### config.mk
export PLATFORM = sky130hd
export DESIGN_NAME = rgb_to_packed_pixel_converter_top_flat
export DESIGN_NICKNAME = d
export VERILOG_FILES = /design/src/rtl/core/rpp_pkg.sv /design/src/rtl/core/rpp_req_if.sv /design/src/rtl/core/rpp_rsp_if.sv /design/src/rtl/core/rpp_queue.sv /design/src/rtl/core/rpp_front.sv /design/src/rtl/core/rpp_back.sv /design/src/rtl/core/rgb_to_packed_pixel_converter_top.sv /design/src/flat_wrapper.sv
export VERILOG_INCLUDE_DIRS = /design/src /design/src/rtl/core
export SDC_FILE = /design/constraint.sdc
export NUM_CORES = 1
export LEC_CHECK = 0
export BUFFER_PORTS_ARGS = -buffer_cell sky130_fd_sc_hd__buf_2
export CAP_MARGIN = 15
export CORE_ASPECT_RATIO = 1.75
export CORE_MARGIN = 2
export CORE_UTILIZATION = 50
export CTS_CLUSTER_DIAMETER = 200
export CTS_CLUSTER_SIZE = 14
export DETAILED_ROUTE_END_ITERATION = 10
export PLACE_DENSITY = 0.66
export SKIP_LAST_GASP = 1
export SYNTH_ARGS = -nofsm -noshare
export SYNTH_HDL_FRONTEND = slang
export SYNTH_HIERARCHICAL = 1
export SYNTH_SLANG_ARGS = --single-unit
### constraint.sdc
create_clock -name clock -period 21.2 [get_ports clock]
set_input_delay 1.06 -clock clock [delete_from_list [all_inputs] [get_ports clock]]
set_output_delay 1.06 -clock clock [all_outputs]
set_load 0.02 [all_outputs]
### src/rtl/core/rgb_to_packed_pixel_converter_top_defines.svh
// Assertion macros shared by the converter RTL
`ifndef RGB_TO_PACKED_PIXEL_CONVERTER_TOP_DEFINES_SVH
`define RGB_TO_PACKED_PIXEL_CONVERTER_TOP_DEFINES_SVH

// Check a condition at every clock edge outside reset.
`define RPP_ASSERT_ALWAYS(label, clk, rst, cond, msg) \
   label: assert property (@(posedge clk) disable iff (rst) (cond)) else $error(msg);

// Check an implication at every clock edge, reset included.
`define RPP_ASSERT_IMPLY(label, clk, ante, cons, msg) \
   label: assert property (@(posedge clk) (ante) |-> (cons)) else $error(msg);

`endif

### src/rtl/core/rpp_pkg.sv
// Shared types, constants and helpers of the packed pixel converter
package rpp_pkg;

   localparam int SRC_BYTE_W    = 8;
   localparam int DST_ADDR_W    = 24;
   localparam int WORD_W        = 32;
   localparam int COUNT_W       = 3;
   localparam int CSR_INDEX_W   = 3;
   localparam int CSR_DATA_W    = 32;
   localparam int SHIFTS_W      = 20;
   localparam int LOSSES_W      = 16;
   localparam int ROW_PIXELS_W  = 16;
   localparam int PITCH_REG_W   = 16;
   localparam int SPAN_W        = ROW_PIXELS_W + 2;

   typedef enum logic [CSR_INDEX_W-1:0] {
      CSR_CHANNEL_SHIFTS = 3'd0,
      CSR_CHANNEL_LOSSES = 3'd1,
      CSR_ALPHA_FILL     = 3'd2,
      CSR_SOURCE_BYTES   = 3'd3,
      CSR_DEST_BYTES     = 3'd4,
      CSR_ROW_PIXELS     = 3'd5,
      CSR_SOURCE_PITCH   = 3'd6,
      CSR_DEST_PITCH     = 3'd7
   } rpp_csr_index_type;

   typedef struct packed {
      logic [SHIFTS_W-1:0]     channel_shifts;
      logic [LOSSES_W-1:0]     channel_losses;
      logic [WORD_W-1:0]       alpha_fill;
      logic [COUNT_W-1:0]      source_bytes;
      logic [COUNT_W-1:0]      dest_bytes;
      logic [ROW_PIXELS_W-1:0] row_pixels;
      logic [PITCH_REG_W-1:0]  source_pitch;
      logic [PITCH_REG_W-1:0]  dest_pitch;
   } rpp_cfg_type;

   localparam rpp_cfg_type CFG_RESET = '{
      channel_shifts: '0,
      channel_losses: '0,
      alpha_fill:     '0,
      source_bytes:   3'd3,
      dest_bytes:     3'd4,
      row_pixels:     16'd1,
      source_pitch:   16'd3,
      dest_pitch:     16'd4
   };

   // One packed pixel on its way to the serializer
   typedef struct packed {
      logic [WORD_W-1:0]  word;
      logic [COUNT_W-1:0] count;
   } rpp_pixel_type;

   typedef struct packed {
      logic full;
      logic empty;
   } rpp_queue_status_type;

   // Drop loss bits of a channel, then move it to its field
   function automatic logic [WORD_W-1:0] place(input logic [SRC_BYTE_W-1:0] value,
                                               input logic [3:0] loss,
                                               input logic [4:0] shift);
      logic [WORD_W-1:0] tmp;
      tmp = WORD_W'(value >> loss);
      return tmp << shift;
   endfunction

endpackage

### src/rtl/core/rpp_req_if.sv
// Source byte channel
interface rpp_req_if;
   import rpp_pkg::*;

   logic                  valid;
   logic                  ready;
   logic [SRC_BYTE_W-1:0] src_byte;

   modport source (output valid, output src_byte, input ready);
   modport sink   (input valid, input src_byte, output ready);
endinterface

### src/rtl/core/rpp_rsp_if.sv
// Destination byte channel
interface rpp_rsp_if;
   import rpp_pkg::*;

   logic                  valid;
   logic                  ready;
   logic [DST_ADDR_W-1:0] dst_address;
   logic [SRC_BYTE_W-1:0] dst_byte;
   logic                  last_of_pixel;

   modport source (output valid, output dst_address, output dst_byte, output last_of_pixel,
                   input ready);
   modport sink   (input valid, input dst_address, input dst_byte, input last_of_pixel,
                   output ready);
endinterface

### src/rtl/core/rpp_queue.sv
// Two-entry queue between the pixel assembler and the byte serializer
module rpp_queue #(
   parameter int WIDTH = 59
) (
   input  logic                          clock,
   input  logic                          reset,
   input  logic                          push,
   input  logic [WIDTH-1:0]              push_data,
   input  logic                          pop,
   output logic [WIDTH-1:0]              pop_data,
   output rpp_pkg::rpp_queue_status_type status
);
   import rpp_pkg::*;

   logic [WIDTH-1:0] data_ff [2];
   logic             wr_ptr_ff, wr_ptr_in;
   logic             rd_ptr_ff, rd_ptr_in;
   logic [1:0]       count_ff, count_in;

   always_comb begin
      wr_ptr_in = push ? ~wr_ptr_ff : wr_ptr_ff;
      rd_ptr_in = pop ? ~rd_ptr_ff : rd_ptr_ff;
      count_in  = count_ff;
      if (push && !pop) begin
         count_in = count_ff + 2'd1;
      end else if (pop && !push) begin
         count_in = count_ff - 2'd1;
      end
   end

   always_ff @(posedge clock) begin
      if (reset) begin
         wr_ptr_ff <= 1'b0;
         rd_ptr_ff <= 1'b0;
         count_ff  <= 2'd0;
      end else begin
         wr_ptr_ff <= wr_ptr_in;
         rd_ptr_ff <= rd_ptr_in;
         count_ff  <= count_in;
      end
   end

   always_ff @(posedge clock) begin
      if (push) begin
         data_ff[wr_ptr_ff] <= push_data;
      end
   end

   assign pop_data     = data_ff[rd_ptr_ff];
   assign status.full  = count_ff[1];
   assign status.empty = (count_ff == 2'd0);

endmodule

### src/rtl/core/rpp_front.sv
// Pixel assembler: tracks row position, gathers channels, builds packed words
module rpp_front #(
   parameter int ADDR_BITS  = 24,
   parameter int PITCH_BITS = 16
) (
   input  logic                          clock,
   input  logic                          reset,
   input  rpp_pkg::rpp_cfg_type          cfg,
   rpp_req_if.sink                       req,
   input  rpp_pkg::rpp_queue_status_type q_status,
   output logic                          push,
   output logic [ADDR_BITS-1:0]          push_addr,
   output rpp_pkg::rpp_pixel_type        push_pixel
);
   import rpp_pkg::*;

   localparam int CMP_W = (PITCH_BITS > SPAN_W) ? PITCH_BITS : SPAN_W;

   logic [1:0]            chan_idx_ff, chan_idx_in;
   logic [SRC_BYTE_W-1:0] red_ff, green_ff, blue_ff;
   logic [PITCH_BITS-1:0] pos_ff, pos_in;
   logic [ADDR_BITS-1:0]  ptr_ff, ptr_in;
   logic [ADDR_BITS-1:0]  base_ff, base_in;

   logic                  accept;
   logic                  sb4;
   logic [COUNT_W-1:0]    dest_count;
   logic [SPAN_W-1:0]     span;
   logic [CMP_W-1:0]      span_ext, pitch_ext, wide_len, capped_len;
   logic [PITCH_BITS-1:0] row_len;
   logic [PITCH_BITS:0]   pos_next;
   logic                  row_end;
   logic                  in_span;
   logic                  done;
   logic [SRC_BYTE_W-1:0] blue_src;
   logic [WORD_W-1:0]     color_word;
   logic [WORD_W-1:0]     alpha_word;
   logic [ADDR_BITS-1:0]  next_base;

   assign req.ready = !q_status.full;
   assign accept    = req.valid && req.ready;

   // Row geometry from the configuration
   always_comb begin
      sb4  = (cfg.source_bytes == 3'd4);
      span = sb4 ? {cfg.row_pixels, 2'b00}
                 : ({1'b0, cfg.row_pixels, 1'b0} + {2'b00, cfg.row_pixels});
      span_ext   = CMP_W'(span);
      pitch_ext  = CMP_W'(cfg.source_pitch);
      wide_len   = (pitch_ext > span_ext) ? pitch_ext : span_ext;
      capped_len = (wide_len > CMP_W'({PITCH_BITS{1'b1}})) ? CMP_W'({PITCH_BITS{1'b1}})
                                                            : wide_len;
      row_len    = (capped_len == '0) ? PITCH_BITS'(1) : PITCH_BITS'(capped_len);
      pos_next   = {1'b0, pos_ff} + (PITCH_BITS+1)'(1);
      row_end    = (pos_next >= {1'b0, row_len});
      in_span    = (CMP_W'(pos_ff) < span_ext);
      if (cfg.dest_bytes == 3'd0) begin
         dest_count = 3'd1;
      end else if (cfg.dest_bytes > 3'd4) begin
         dest_count = 3'd4;
      end else begin
         dest_count = cfg.dest_bytes;
      end
   end

   // Channel capture and pixel completion
   always_comb begin
      case (chan_idx_ff)
         2'd2:    done = !sb4;
         2'd3:    done = 1'b1;
         default: done = 1'b0;
      endcase
      blue_src   = (chan_idx_ff == 2'd2) ? req.src_byte : blue_ff;
      color_word = place(red_ff,   cfg.channel_losses[3:0],   cfg.channel_shifts[4:0])
                 | place(green_ff, cfg.channel_losses[7:4],   cfg.channel_shifts[9:5])
                 | place(blue_src, cfg.channel_losses[11:8],  cfg.channel_shifts[14:10]);
      alpha_word = sb4 ? (place(req.src_byte, cfg.channel_losses[15:12],
                                cfg.channel_shifts[19:15]) & cfg.alpha_fill)
                       : cfg.alpha_fill;
      push             = accept && in_span && done;
      push_addr        = ptr_ff;
      push_pixel.word  = color_word | alpha_word;
      push_pixel.count = dest_count;
   end

   // Position, channel index and destination pointers
   always_comb begin
      chan_idx_in = chan_idx_ff;
      pos_in      = pos_ff;
      ptr_in      = ptr_ff;
      base_in     = base_ff;
      next_base   = base_ff + ADDR_BITS'(cfg.dest_pitch);
      if (accept) begin
         if (in_span) begin
            if (done) begin
               chan_idx_in = 2'd0;
               ptr_in      = ptr_ff + ADDR_BITS'(dest_count);
            end else begin
               chan_idx_in = chan_idx_ff + 2'd1;
            end
         end
         if (row_end) begin
            pos_in      = '0;
            chan_idx_in = 2'd0;
            base_in     = next_base;
            ptr_in      = next_base;
         end else begin
            pos_in = PITCH_BITS'(pos_next);
         end
      end
   end

   always_ff @(posedge clock) begin
      if (reset) begin
         chan_idx_ff <= 2'd0;
         pos_ff      <= '0;
         ptr_ff      <= '0;
         base_ff     <= '0;
         red_ff      <= '0;
         green_ff    <= '0;
         blue_ff     <= '0;
      end else begin
         chan_idx_ff <= chan_idx_in;
         pos_ff      <= pos_in;
         ptr_ff      <= ptr_in;
         base_ff     <= base_in;
         if (accept && in_span) begin
            case (chan_idx_ff)
               2'd0:    red_ff   <= req.src_byte;
               2'd1:    green_ff <= req.src_byte;
               2'd2:    blue_ff  <= req.src_byte;
               default: ;
            endcase
         end
      end
   end

endmodule

### src/rtl/core/rpp_back.sv
// Byte serializer: sends each packed word least significant byte first
module rpp_back #(
   parameter int ADDR_BITS = 24
) (
   input  logic                          clock,
   input  logic                          reset,
   input  rpp_pkg::rpp_queue_status_type q_status,
   input  logic [ADDR_BITS-1:0]          pop_addr,
   input  rpp_pkg::rpp_pixel_type        pop_pixel,
   output logic                          pop,
   rpp_rsp_if.source                     rsp
);
   import rpp_pkg::*;

   logic                  active_ff, active_in;
   logic [ADDR_BITS-1:0]  addr_ff;
   logic [WORD_W-1:0]     word_ff;
   logic [COUNT_W-1:0]    count_ff;
   logic [1:0]            idx_ff;
   logic                  out_valid_ff, out_valid_in;
   logic [DST_ADDR_W-1:0] out_addr_ff;
   logic [SRC_BYTE_W-1:0] out_byte_ff;
   logic                  out_last_ff;

   logic                  out_free;
   logic                  emit;
   logic                  is_last;

   always_comb begin
      out_free = !out_valid_ff || rsp.ready;
      emit     = active_ff && out_free;
      is_last  = ({1'b0, idx_ff} + 3'd1 == count_ff);
      pop      = !q_status.empty && (!active_ff || (emit && is_last));
      active_in = active_ff;
      if (pop) begin
         active_in = 1'b1;
      end else if (emit && is_last) begin
         active_in = 1'b0;
      end
      out_valid_in = out_valid_ff;
      if (emit) begin
         out_valid_in = 1'b1;
      end else if (rsp.ready) begin
         out_valid_in = 1'b0;
      end
   end

   always_ff @(posedge clock) begin
      if (reset) begin
         active_ff    <= 1'b0;
         out_valid_ff <= 1'b0;
      end else begin
         active_ff    <= active_in;
         out_valid_ff <= out_valid_in;
      end
   end

   always_ff @(posedge clock) begin
      if (pop) begin
         addr_ff  <= pop_addr;
         word_ff  <= pop_pixel.word;
         count_ff <= pop_pixel.count;
         idx_ff   <= 2'd0;
      end else if (emit) begin
         addr_ff <= addr_ff + ADDR_BITS'(1);
         idx_ff  <= idx_ff + 2'd1;
      end
      if (emit) begin
         out_addr_ff <= DST_ADDR_W'(addr_ff);
         out_byte_ff <= word_ff[{idx_ff, 3'b000} +: SRC_BYTE_W];
         out_last_ff <= is_last;
      end
   end

   assign rsp.valid         = out_valid_ff;
   assign rsp.dst_address   = out_addr_ff;
   assign rsp.dst_byte      = out_byte_ff;
   assign rsp.last_of_pixel = out_last_ff;

endmodule

### src/rtl/core/rgb_to_packed_pixel_converter_top.sv
// Top level of the RGB(A) byte stream to packed pixel converter
//
// req_chan carries the source image one byte per word, in address order;
// rows of row_pixels pixels (3 or 4 bytes each) followed by padding that is
// dropped. rsp_chan returns each packed pixel as dest_bytes words (clamped to 1 to 4), least
// significant byte first, each with its destination byte address and a flag
// on the pixel's final byte. The csr_ port writes one register per cycle.
//
// Throughput: one source word per cycle while the pixel queue is not full;
// one result word per cycle from the single byte lane of the serializer,
// while the receiver is ready.
// A pixel's last source byte passes the queue write, then the serializer load,
// then the output register before the pixel's first byte is valid.
//
// Reset (synchronous, active high) restores register defaults, clears the
// row position, pointers and queue, and drops any word in flight.
// A stalled receiver holds the output register; the two-entry pixel queue
// keeps taking source bytes until it fills, then req_chan.ready drops.
`include "rgb_to_packed_pixel_converter_top_defines.svh"

module rgb_to_packed_pixel_converter_top #(
   parameter int ADDR_BITS  = 24,
   parameter int PITCH_BITS = 16
) (
   input  logic                             clock,
   input  logic                             reset,
   rpp_req_if.sink                          req_chan,
   rpp_rsp_if.source                        rsp_chan,
   input  logic                             csr_wr_en,
   input  logic [rpp_pkg::CSR_INDEX_W-1:0]  csr_index,
   input  logic [rpp_pkg::CSR_DATA_W-1:0]   csr_wr_data
);
   import rpp_pkg::*;

   localparam int QUEUE_W = ADDR_BITS + $bits(rpp_pixel_type);

   rpp_cfg_type          cfg_ff, cfg_in;
   rpp_queue_status_type q_status;
   logic                 push, pop;
   logic [ADDR_BITS-1:0] push_addr, pop_addr;
   rpp_pixel_type        push_pixel, pop_pixel;
   logic [QUEUE_W-1:0]   pop_data;

   // Register file: hold every value until the next write to its index
   always_comb begin
      cfg_in = cfg_ff;
      if (csr_wr_en) begin
         unique case (rpp_csr_index_type'(csr_index))
            CSR_CHANNEL_SHIFTS: cfg_in.channel_shifts = SHIFTS_W'(csr_wr_data);
            CSR_CHANNEL_LOSSES: cfg_in.channel_losses = LOSSES_W'(csr_wr_data);
            CSR_ALPHA_FILL:     cfg_in.alpha_fill     = WORD_W'(csr_wr_data);
            CSR_SOURCE_BYTES:   cfg_in.source_bytes   = COUNT_W'(csr_wr_data);
            CSR_DEST_BYTES:     cfg_in.dest_bytes     = COUNT_W'(csr_wr_data);
            CSR_ROW_PIXELS:     cfg_in.row_pixels     = ROW_PIXELS_W'(csr_wr_data);
            CSR_SOURCE_PITCH:   cfg_in.source_pitch   = PITCH_REG_W'(csr_wr_data);
            CSR_DEST_PITCH:     cfg_in.dest_pitch     = PITCH_REG_W'(csr_wr_data);
            default: ;
         endcase
      end
   end

   always_ff @(posedge clock) begin
      if (reset) begin
         cfg_ff <= CFG_RESET;
      end else begin
         cfg_ff <= cfg_in;
      end
   end

   // Front: take source words, assemble pixels, advance destination pointers
   rpp_front #(
      .ADDR_BITS  (ADDR_BITS),
      .PITCH_BITS (PITCH_BITS)
   ) u_front (
      .clock      (clock),
      .reset      (reset),
      .cfg        (cfg_ff),
      .req        (req_chan),
      .q_status   (q_status),
      .push       (push),
      .push_addr  (push_addr),
      .push_pixel (push_pixel)
   );

   // Queue: decouple pixel assembly from byte output
   rpp_queue #(
      .WIDTH (QUEUE_W)
   ) u_queue (
      .clock     (clock),
      .reset     (reset),
      .push      (push),
      .push_data ({push_addr, push_pixel}),
      .pop       (pop),
      .pop_data  (pop_data),
      .status    (q_status)
   );

   assign pop_addr  = pop_data[QUEUE_W-1 -: ADDR_BITS];
   assign pop_pixel = rpp_pixel_type'(pop_data[$bits(rpp_pixel_type)-1:0]);

   // Back: serialize each pixel into result words behind an output register
   rpp_back #(
      .ADDR_BITS (ADDR_BITS)
   ) u_back (
      .clock     (clock),
      .reset     (reset),
      .q_status  (q_status),
      .pop_addr  (pop_addr),
      .pop_pixel (pop_pixel),
      .pop       (pop),
      .rsp       (rsp_chan)
   );

   `RPP_ASSERT_ALWAYS(a_no_push_when_full, clock, reset, !(push && q_status.full), "pixel pushed into full queue")
   `RPP_ASSERT_ALWAYS(a_no_pop_when_empty, clock, reset, !(pop && q_status.empty), "pixel popped from empty queue")
   `RPP_ASSERT_IMPLY(a_clean_after_reset, clock, $fell(reset), q_status.empty && !rsp_chan.valid, "state not cleared by reset")

endmodule
### src/flat_wrapper.sv
// flat-port wrapper written by rule: the top's interface ports become plain ports
module rgb_to_packed_pixel_converter_top_flat import rpp_pkg::*;
#(
   parameter int ADDR_BITS  = 24,
   parameter int PITCH_BITS = 16
)
  (clock, reset, csr_wr_en, csr_index, csr_wr_data, req_chan_valid, req_chan_src_byte, req_chan_ready, rsp_chan_valid, rsp_chan_dst_address, rsp_chan_dst_byte, rsp_chan_last_of_pixel, rsp_chan_ready);
  rpp_req_if req_chan_i ();
  rpp_rsp_if rsp_chan_i ();
  input  logic clock;
  input  logic reset;
  input  logic csr_wr_en;
  input  logic [rpp_pkg::CSR_INDEX_W-1:0] csr_index;
  input  logic [rpp_pkg::CSR_DATA_W-1:0] csr_wr_data;
  input wire logic [$bits(req_chan_i.valid)-1:0] req_chan_valid;
  input wire logic [$bits(req_chan_i.src_byte)-1:0] req_chan_src_byte;
  output wire logic [$bits(req_chan_i.ready)-1:0] req_chan_ready;
  output wire logic [$bits(rsp_chan_i.valid)-1:0] rsp_chan_valid;
  output wire logic [$bits(rsp_chan_i.dst_address)-1:0] rsp_chan_dst_address;
  output wire logic [$bits(rsp_chan_i.dst_byte)-1:0] rsp_chan_dst_byte;
  output wire logic [$bits(rsp_chan_i.last_of_pixel)-1:0] rsp_chan_last_of_pixel;
  input wire logic [$bits(rsp_chan_i.ready)-1:0] rsp_chan_ready;
  assign req_chan_i.valid = req_chan_valid;
  assign req_chan_i.src_byte = req_chan_src_byte;
  assign req_chan_ready = req_chan_i.ready;
  assign rsp_chan_valid = rsp_chan_i.valid;
  assign rsp_chan_dst_address = rsp_chan_i.dst_address;
  assign rsp_chan_dst_byte = rsp_chan_i.dst_byte;
  assign rsp_chan_last_of_pixel = rsp_chan_i.last_of_pixel;
  assign rsp_chan_i.ready = rsp_chan_ready;
  rgb_to_packed_pixel_converter_top #(.ADDR_BITS(ADDR_BITS), .PITCH_BITS(PITCH_BITS)) u_core (.clock(clock), .reset(reset), .req_chan(req_chan_i), .rsp_chan(rsp_chan_i), .csr_wr_en(csr_wr_en), .csr_index(csr_index), .csr_wr_data(csr_wr_data));
endmodule
### Yosys cells after proc, flatten, opt, wreduce, memory -nomap -nowiden

Memory sizes are Yosys's and may differ from the RTL's. A register that Yosys moved wholly into a read port is not among the register bits.
Cells that the tools add are included.
W data, S select, Z words.

| operators by class | value |
|---|---|
| bitwise logic cells | 6 |
| multiplexer cells | 28 |
| add/sub/neg operators | 10 |
| reductions and logical operators | 41 |
| order comparisons | 5 |
| eq/ne operators | 12 |
| shift operators | 9 |

Operator list:

| operator | number |
|---|---|
| $shl A32 B5 Y32 | 4 |
| $shr A8 B4 Y32 | 4 |
| $mux W24 | 5 |
| $or A32 B32 Y32 | 3 |
| $mux W18 | 3 |
| $and A32 B32 Y32 | 1 |
| $mux W16 | 2 |
| $mux W32 | 1 |
| $shiftx A32 B6 Y8 | 1 |
| $add A24 B1 Y24 const B | 1 |
| $add A24 B16 Y24 | 1 |
| $add A24 B3 Y24 | 1 |
| $reduce_and A2 Y1 | 12 |
| $add A17 B16 Y18 | 1 |
| $gt A16 B18 Y1 | 1 |
| $gt A18 B16 Y1 const B | 1 |
| $logic_not A18 Y1 | 1 |
| $lt A16 B18 Y1 | 1 |
| $add A16 B1 Y17 const B | 1 |
| $ge A17 B16 Y1 | 1 |
| $eq A3 B3 Y1 const B | 5 |
| $reduce_bool A2 Y1 | 6 |
| $mux W2 | 5 |
| $logic_and A1 B1 Y1 | 8 |
| 19 further kinds | 41 |

| word-level totals | value |
|---|---|
| output and inout bits | 35 |
| bits of input ports | 48 |
| memories | 1 |
| RAM bits | 118 |
| flip-flop bits (word level) | 312 |
| logic and storage cells | 139 |

Memory list:

| memory | depth | bits a word | rd ports | clocked after memory_dff | write ports | line | text |
|---|---|---|---|---|---|---|---|
| u_core.u_queue.data_ff | 2 | 59 | 1 | 1 | 1 | rpp_queue.sv:15 | `logic [WIDTH-1:0] data_ff [2];` |

### Depth between registers and ports, before layout

Gate-level depths: netlist of run 1.

| logic depth | value |
|---|---|
| word-level depth | 11 |
| gate-level depth with buffers | 29 |
| gate-level depth less buffers | 26 |

### Cells and area by module

The synthesis of run 1 kept the hierarchy.

Modules (own cells, without submodules):

| module | sequential area each (um2) | instances | area an instance (um2) | cells an instance |
|---|---|---|---|---|
| rpp_front | 1,801.7 | 1 | 11,861.4 | 1,618 |
| rgb_to_packed_pixel_converter_top | 2,442.3 | 1 | 4,906.0 | 446 |
| rpp_queue | 3,643.5 | 1 | 4,509.3 | 206 |
| rpp_back | 2,842.7 | 1 | 3,942.5 | 243 |

### Least setup slack after synthesis of run 1

No wires, ideal clock.

| timing | value |
|---|---|
| path type | register -> register |
| start | register u_core/cfg_ff[33] (netlist name) |
| end | memory u_core.u_queue.data_ff[0][0], enable pin |
| slack | 14.144 ns |
| clock period less this slack | 7.056 ns |
| cell stages (with the launch flop) | 19 |
| arrival time | 6.573 ns |
| path buffers | 1 |
| data required time | 20.717 ns |
| cells stage by stage | dfxtp_1 > ha_1 > fa_1 > a21oi_1 > o211a_1 > nor3b_1 > o21a_1 > o21a_1 > or3_1 > a31oi_1 > ha_1 > and3_1 > a311oi_1 > a21boi_0 > o31a_1 > buf_4 > or2_2 > and3_1 > nor2b_1 |

| between the ends | value |
|---|---|
| longest elaborated chain between the ends | 7 |

Ends and longest elaborated chain:

| item | line | text |
|---|---|---|
| from (decl) | rgb_to_packed_pixel_converter_top.sv:37 | `rpp_cfg_type cfg_ff, cfg_in;` |
| from (signal assigned) | rgb_to_packed_pixel_converter_top.sv:66 | `cfg_ff <= cfg_in;` |
| $add A17 B16 Y18 | rpp_front.sv:47 | `: ({1'b0, cfg.row_pixels, 1'b0} + {2'b00, cfg.row_pixels});` |
| $mux W18 * | rpp_front.sv:46 | `span = sb4 ? {cfg.row_pixels, 2'b00}` |
| $lt A16 B18 Y1 * | rpp_front.sv:56 | `in_span = (CMP_W'(pos_ff) < span_ext);` |
| $logic_and A1 B1 Y1 * (2 in series) | rpp_front.sv:80 | `push = accept && in_span && done;` |
| net u_core.push | rgb_to_packed_pixel_converter_top.sv:39 | `logic push, pop;` |
| $mux W1 * | rpp_queue.sv:44 | `if (push) begin` |
| $mux W1 (implied by the code) * | rpp_queue.sv:45 | `data_ff[wr_ptr_ff] <= push_data;` |
| to (decl) | rpp_queue.sv:15 |  |

Mark *: on every way through the listed nets, which the timed path passes. The rest lies on a longest branch.

### Worst setup path in the final report of run 1

| timing | value |
|---|---|
| start | register u_core/cfg_ff[33] (netlist name) |
| end | register u_core.u_front.ptr_ff[18] (netlist: u_core/u_front/push_addr[18]) |

| between the ends | value |
|---|---|
| longest elaborated chain between the ends | 11 |

Ends and longest elaborated chain:

| item | line | text |
|---|---|---|
| $add A17 B16 Y18 | rpp_front.sv:47 |  |
| $mux W18 * | rpp_front.sv:46 |  |
| $gt A16 B18 Y1 | rpp_front.sv:50 | `wide_len = (pitch_ext > span_ext) ? pitch_ext : span_ext;` |
| $mux W18 | rpp_front.sv:50 |  |
| $gt A18 B16 Y1 | rpp_front.sv:51 | `capped_len = (wide_len > CMP_W'({PITCH_BITS{1'b1}})) ? CMP_W'({PITCH_BITS{1'b1}})` |
| $mux W18 | rpp_front.sv:51 |  |
| $logic_not A18 Y1 | rpp_front.sv:53 | `row_len = (capped_len == '0) ? PITCH_BITS'(1) : PITCH_BITS'(capped_len);` |
| $mux W16 | rpp_front.sv:53 |  |
| $ge A17 B16 Y1 | rpp_front.sv:55 | `row_end = (pos_next >= {1'b0, row_len});` |
| $reduce_bool A2 Y1 (no line) | -- |  |
| $reduce_and A3 Y1 (no line) | -- |  |
| to (signal assigned) | rpp_front.sv:125 | `ptr_ff <= ptr_in;` |
| to (decl) | rpp_front.sv:22 | `logic [ADDR_BITS-1:0] ptr_ff, ptr_in;` |

Every way passes the cells marked *; elsewhere a longest branch is shown, timed or not.
A chain may end at the register's enable or synchronous reset.

==> metrics.txt, run 1 <==
clock power share 0.269; RSZ-0062 raised after global routing no; Post-Syn Area around 25000 µm²; CP max FO 58; first-pass GRT wire length 112000 µm; commonest cells in the netlist dfxtp_1 (221), edfxtp_1 (210), mux2i_1 (203), nand2_1 (179), nor2_1 (170); Crit Path Class flip-flop to flip-flop; Vias/cell 6.15; Worst Hold Class flip-flop to flip-flop; Setup Skew 0.0208 ns; Sw Pwr about 700 µW; Clock Sinks 431; synth-to-layout area growth 7.17%; CP startpoint kind flip-flop; Iter 0 DRT Violations 1531; Avg WL per Cell 22.7 µm; final period utilization 0.357; register area approximately 11000 µm²; Via Count 19.6k; Setup crit end kind flip-flop; IO Port Bufs about 80; yosys warns 6; register bit total from synthesis 431; Area contributors post-synth edfxtp_1 (25%), dfxtp_1 (18%), mux2i_1 (8.1%); Tmin final between 7 and 8 ns; Leak Pwr ~10 nW; Max Fclk 132 MHz; syn avg cell area 10.0 µm²; syn_nets 2651; largest net degree at the start of global routing ~120; setup violators final 0; Slew HR 0.227; initial core utilization 0.507; combinational share of power 0.246; DRT Pass-1 Iters 7; Chip Height 301 µm; Fillers 4514; Worst IR Drop VDD 0.0533 mV; sequential area share after synthesis 0.425; Yosys top cell area share 0.250; CP max stage cell or4_1; Worst path max stage delay ~0.70 ns; # H-tree levels 2; Syn Inst Count 2513; hpwl dp between 50000 and 60000 µm; post-synth top area cell edfxtp_1; # IOs 83; Routed WL 72400 µm; width of the chip 174 µm; Max Slew Vio Count 0; maxcap violations 0; Fin. Hold Viols 0; CTS tree yes; Setup TNS 0 ns; CP required between 20 and 25 ns; grt ovf 0; share of cells above drive strength 1 0.126; dominant cell by count in the synthesized netlist dfxtp_1; Post-route DRC 0; final core utilization 0.544; clk root buf clkbuf_16; cts repair resizes 0; ANT cells 0; CTS Buf Count 36; clock latency at the later pin of the worst-skew pair around 0.55 ns; vias in the first global route 19.4k; WP data arrival approximately 8 ns; Crit path max-delay family simple AND/OR/NAND/NOR gates; Switching Share 0.315; Clock Path Buffers 3; FP Rows 108; Slew @ Worst Pin 1.16 ns; area of the multi-input gates roughly 14000 µm²; post-CTS setup buffers 0; Die ar. 52300 µm²; hold_buf cts 0; number of synthesized flops with an enable pin 210; core area 49700 µm²; CP bufs+invs 2; Int Pwr 1.56 mW; GRT Total Usage 0.272; nets 2652; remaining antenna violation count 0; gpl congestion 0.975; FFs w/ async S/R, synth 0; share of power burned in registers 0.486; Pwr Density 84.5 nW/µm²; Worst-path clk slew 0.08 ns; antenna violations before repair 2; status complete, no violations; post-synth cell types 101; most frequently used flop master after synthesis dfxtp_1
## worst paths after layout
kind	slack, ns	from	to	cells past startpoint
worst min register to register	0.46	u_core/u_front/base_ff[13]$_SDFFE_PP0P_	u_core/u_front/base_ff[13]$_SDFFE_PP0P_	2
worst min-delay path	0.46	u_core/u_front/base_ff[13]$_SDFFE_PP0P_	u_core/u_front/base_ff[13]$_SDFFE_PP0P_	2
worst max-delay path	13.63	u_core/cfg_ff[33]$_SDFFE_PP0P_	u_core/u_front/push_addr[18]$_SDFFE_PP0P_	27
worst max register to register	13.63	u_core/cfg_ff[33]$_SDFFE_PP0P_	u_core/u_front/push_addr[18]$_SDFFE_PP0P_	27
## registers in the layout, indices dropped and copies added (netlist names), 8 cells and up, named ones only
register and flops:
u_core/u_queue/data_ff 118, u_core/u_back/word_ff 32, u_core/u_front/push_addr 24, u_core/u_front/pos_ff 16
u_core/u_front/green_ff 8, u_core/u_front/red_ff 8, u_core/u_back/rsp.dst_address 24, u_core/u_back/rsp.dst_byte 8
u_core/u_back/addr_ff 24, u_core/u_front/blue_ff 8, u_core/cfg_ff 122, u_core/u_front/base_ff 24
## cells in the final DEF (no fill, tap or decap), types with 64 or more instances in the layout
master,instances
mux2i_1,203
mux2_2,72
nand2b_1,169
buf_2,81
nand3_1,64
nor3_1,64
nand2_1,179
dfxtp_1,220
edfxtp_1,210
ha_1,87
nor2_1,170
a21oi_1,138
o21ai_0,106
## power groups by stage
| stage | clock network [mW] | registers (mW) | logic, mW |
|---|---|---|---|
| 2_1_floorplan | 0 | 1.12 | 0.395 |
| 3_3_place_gp | 0 | 1.12 | 0.548 |
| 3_5_place_dp | 0 | 1.13 | 0.557 |
| 4_1_cts | 0.634 | 1.11 | 0.561 |
| 5_1_grt | 0.660 | 1.12 | 0.609 |
| 6_report | 0.613 | 1.11 | 0.561 |
## worst register-to-register path, delay by kind of cell, from the launching register on
family | cells | cell delay [ns]
and+or+nand+nor | 8 | 2.52
AOI/OAI and AO/OA | 13 | 2.47
adders and majority gates | 4 | 1.39
buffers and inverters | 2 | 0.75
DFF | 1 | 0.38
## cell families (layout without fill, tap and decap cells)
logic type / Yosys count / in the layout / share of synthesized area
compound gates: 529 / 529 / 0.142
buf+inv: 210 / 230 / 0.0369
xor+xnor: 73 / 73 / 0.0254
fa+ha+maj: 90 / 90 / 0.0455
mux: 313 / 313 / 0.144
flops: 431 / 431 / 0.425
simple gates: 867 / 867 / 0.181
## area by class of cell
type                       count  area share
multi-input combinational   1872       0.503
timing repair buffer         109      0.0237
clock inverter                 3     0.00111
inverter                      64     0.00889
clock buffer                  54      0.0358
tap                          660      0.0306
sequential                   431       0.397
## per-stage QoR
stage	instance area [µm²]	hold slack (ns)	total power, mW	setup slack (ns)	instances
floorplan	25200	0.424	1.51	14.14	2513
global placement	26000	0.446	1.67	13.67	3133
detailed placement	26000	0.453	1.69	13.48	3133
CTS	27000	0.465	2.30	13.40	3190
global route	27000	0.474	2.39	13.06	3193
finish	27000	0.462	2.28	13.63	3193
## routing by layer
metal | part of all wire | GRT usage
met2 | 0.50 | 0.491
met5 | 0.00041 | 0
met1 | 0.40 | 0.323
met4 | 0.053 | 0.136
met3 | 0.042 | 0.0262
(Power assumes the default switching activity.)
==> run 2, diff against run 1 <==
PLACE_DENSITY = 0.69   (was 0.66)
clock period = 6.5 ns   (was 21.2 ns; I/O delays follow)
==> metrics.txt, run 2 (synthesis gave the netlist of run 1 again) <==
status complete, no violations; Clock Path Buffers 3; Cell Area, Placed 26200 µm²; IO Port Bufs 82; width of the chip 174 µm; CP startpoint kind flip-flop; RSZ-0062 raised after global routing yes; Vias/cell approximately 6.1; Crit Path Class flip-flop to flip-flop; clk root buf clkbuf_16; Tmin final 6.25 ns; Max Fclk 160 MHz; Post-route DRC 0; final period utilization 0.962; worst slack at placement 0.144 ns; first-pass GRT wire length ~110000 µm; CTS tree yes; antenna violations before repair 1; CP max FO 23; final worst setup slack roughly 0.25 ns; # H-tree levels 2; Finished Cell Area ~27000 µm²; CTS Buf Count 36; # IOs just over 80; Pwr Density 273 nW/µm²; maxcap violations 0; Fin. Hold Viols 0; largest net degree at the start of global routing 89; Worst path max stage delay 0.42 ns; Biggest register u_core/cfg_ff; Crit path max-delay family compound AO/OA/AOI/OAI gates; core area 49700 µm²; Max Slew Vio Count 0; hpwl dp between 50000 and 60000 µm; Setup crit end kind flip-flop; CP max stage cell fa_1; hold_buf cts 0; Crit path top cell by count o21a_1; Iter 0 DRT Violations 1423; max FFs per register 122; most frequent cells in the layout dfxtp_1 (218), edfxtp_1 (210), mux2i_1 (203), nand2_1 (179); CP bufs+invs 2; initial core utilization 0.507; nets 2686; Worst IR Drop VDD about 0.15 mV; Slew @ Worst Pin 1.20 ns; share of cells above drive strength 1 0.141; DRT Pass-1 Iters 7; Leak Pwr 10.3 nW; gpl congestion 0.990; remaining antenna violation count 0; setup violators final 0; Avg WL per Cell 22.1 µm; Worst-path clk slew approximately 0.080 ns; Hold Slack approximately 0.05 ns; ANT cells 0; CP required 6.92 ns; GRT Total Usage 0.268; Routed WL 71400 µm; FP Rows 108; Worst Hold Class primary input to flip-flop; Via Count 19.8k; Largest regs u_core/cfg_ff: 122 flops, u_core/u_queue/data_ff: 118 flops, u_core/u_back/word_ff: 32 flops; Slew HR 0.200; Die ar. 52300 µm²; most common cell after layout, fill and taps aside dfxtp_1; grt ovf 0; Clock Sinks 431; WP data arrival 6.68 ns; Chip Height 301 µm; vias in the first global route 19.1k; Setup Skew 0.0220 ns; clock latency at the later pin of the worst-skew pair 0.55 ns; synth-to-layout area growth 8.51%
## run 2: power breakdown
| part | leakage, nW | total, mW | internal, mW | switching [mW] |
|---|---|---|---|---|
| sequential | 3.74 | 3.61 | 3.35 | 0.265 |
| combinational | 6.11 | 1.87 | 0.749 | 1.12 |
| clock | 0.479 | 2.00 | 1.03 | 0.971 |
## run 2: final cells by class
type | instances | area, µm²
Timing Repair Buffer | 142 | 928
Tap cell | 660 | 826
Clock buffer | 53 | 965
Inverter | 64 | 240
Multi-Input combinational cell | 1873 | 13600
Fill cell | 4426 | 22400
Sequential cell | 431 | 10700
Clock inverter | 3 | 30.0
## run 2: repair_timing
| action | 4_1_cts | 5_1_grt |
|---|---|---|
| buffers inserted | 0 | 7 |
| setup endpoints to repair | 0 | 58 |
| resized for setup | 0 | 18 |
## run 2: worst reg2reg max path, cell delays in order (launching register included)
cell      delay, ns
dfxtp_2        0.35
ha_2           0.22
fa_1           0.42
a21oi_2        0.20
o211a_1        0.26
nor3b_1        0.08
o21a_1         0.18
o21a_1         0.17
or3_1          0.32
a31oi_2        0.22
ha_1           0.27
and2_1         0.20
o21a_1         0.13
a311oi_2       0.29
buf_6          0.21
nor2_2         0.09
a211oi_1       0.29
ha_1           0.30
nand3b_1       0.09
a21oi_1        0.06
a211o_1        0.29
a22oi_1        0.19
o211a_1        0.22
buf_6          0.24
nand2_1        0.15
or3_1          0.39
o311a_1        0.29
## run 2: worst paths after layout
path / start / endpoint / slack, ns / cells after the start
max reg2reg: u_core/cfg_ff[32]$_SDFFE_PP1P_ / u_core/u_front/push_addr[22]$_SDFFE_PP0P_ / 0.25 / 26
max: u_core/cfg_ff[32]$_SDFFE_PP1P_ / u_core/u_front/push_addr[22]$_SDFFE_PP0P_ / 0.25 / 26
min reg2reg: u_core/u_front/base_ff[7]$_SDFFE_PP0P_ / u_core/u_front/base_ff[7]$_SDFFE_PP0P_ / 0.46 / 2
min: csr_wr_data[30] / u_core/cfg_ff[84]$_SDFFE_PP0P_ / 0.05 / 3
## run 2: per-stage QoR
stage,utilization,total power [mW],cells,setup TNS (ns)
after CTS,0.547,7.50,3216,0
final,0.550,7.48,3226,0
after global routing,0.550,7.83,3226,-0.114
after detailed placement,0.527,5.50,3160,0
after global placement,0.527,5.45,3160,0
after floorplan,-,4.94,2513,0
## run 2: layer usage
layer  share of wire  GRT usage
met5         0.00018          0
met4           0.049      0.119
met3           0.038     0.0242
met2            0.51      0.485
met1            0.40      0.323
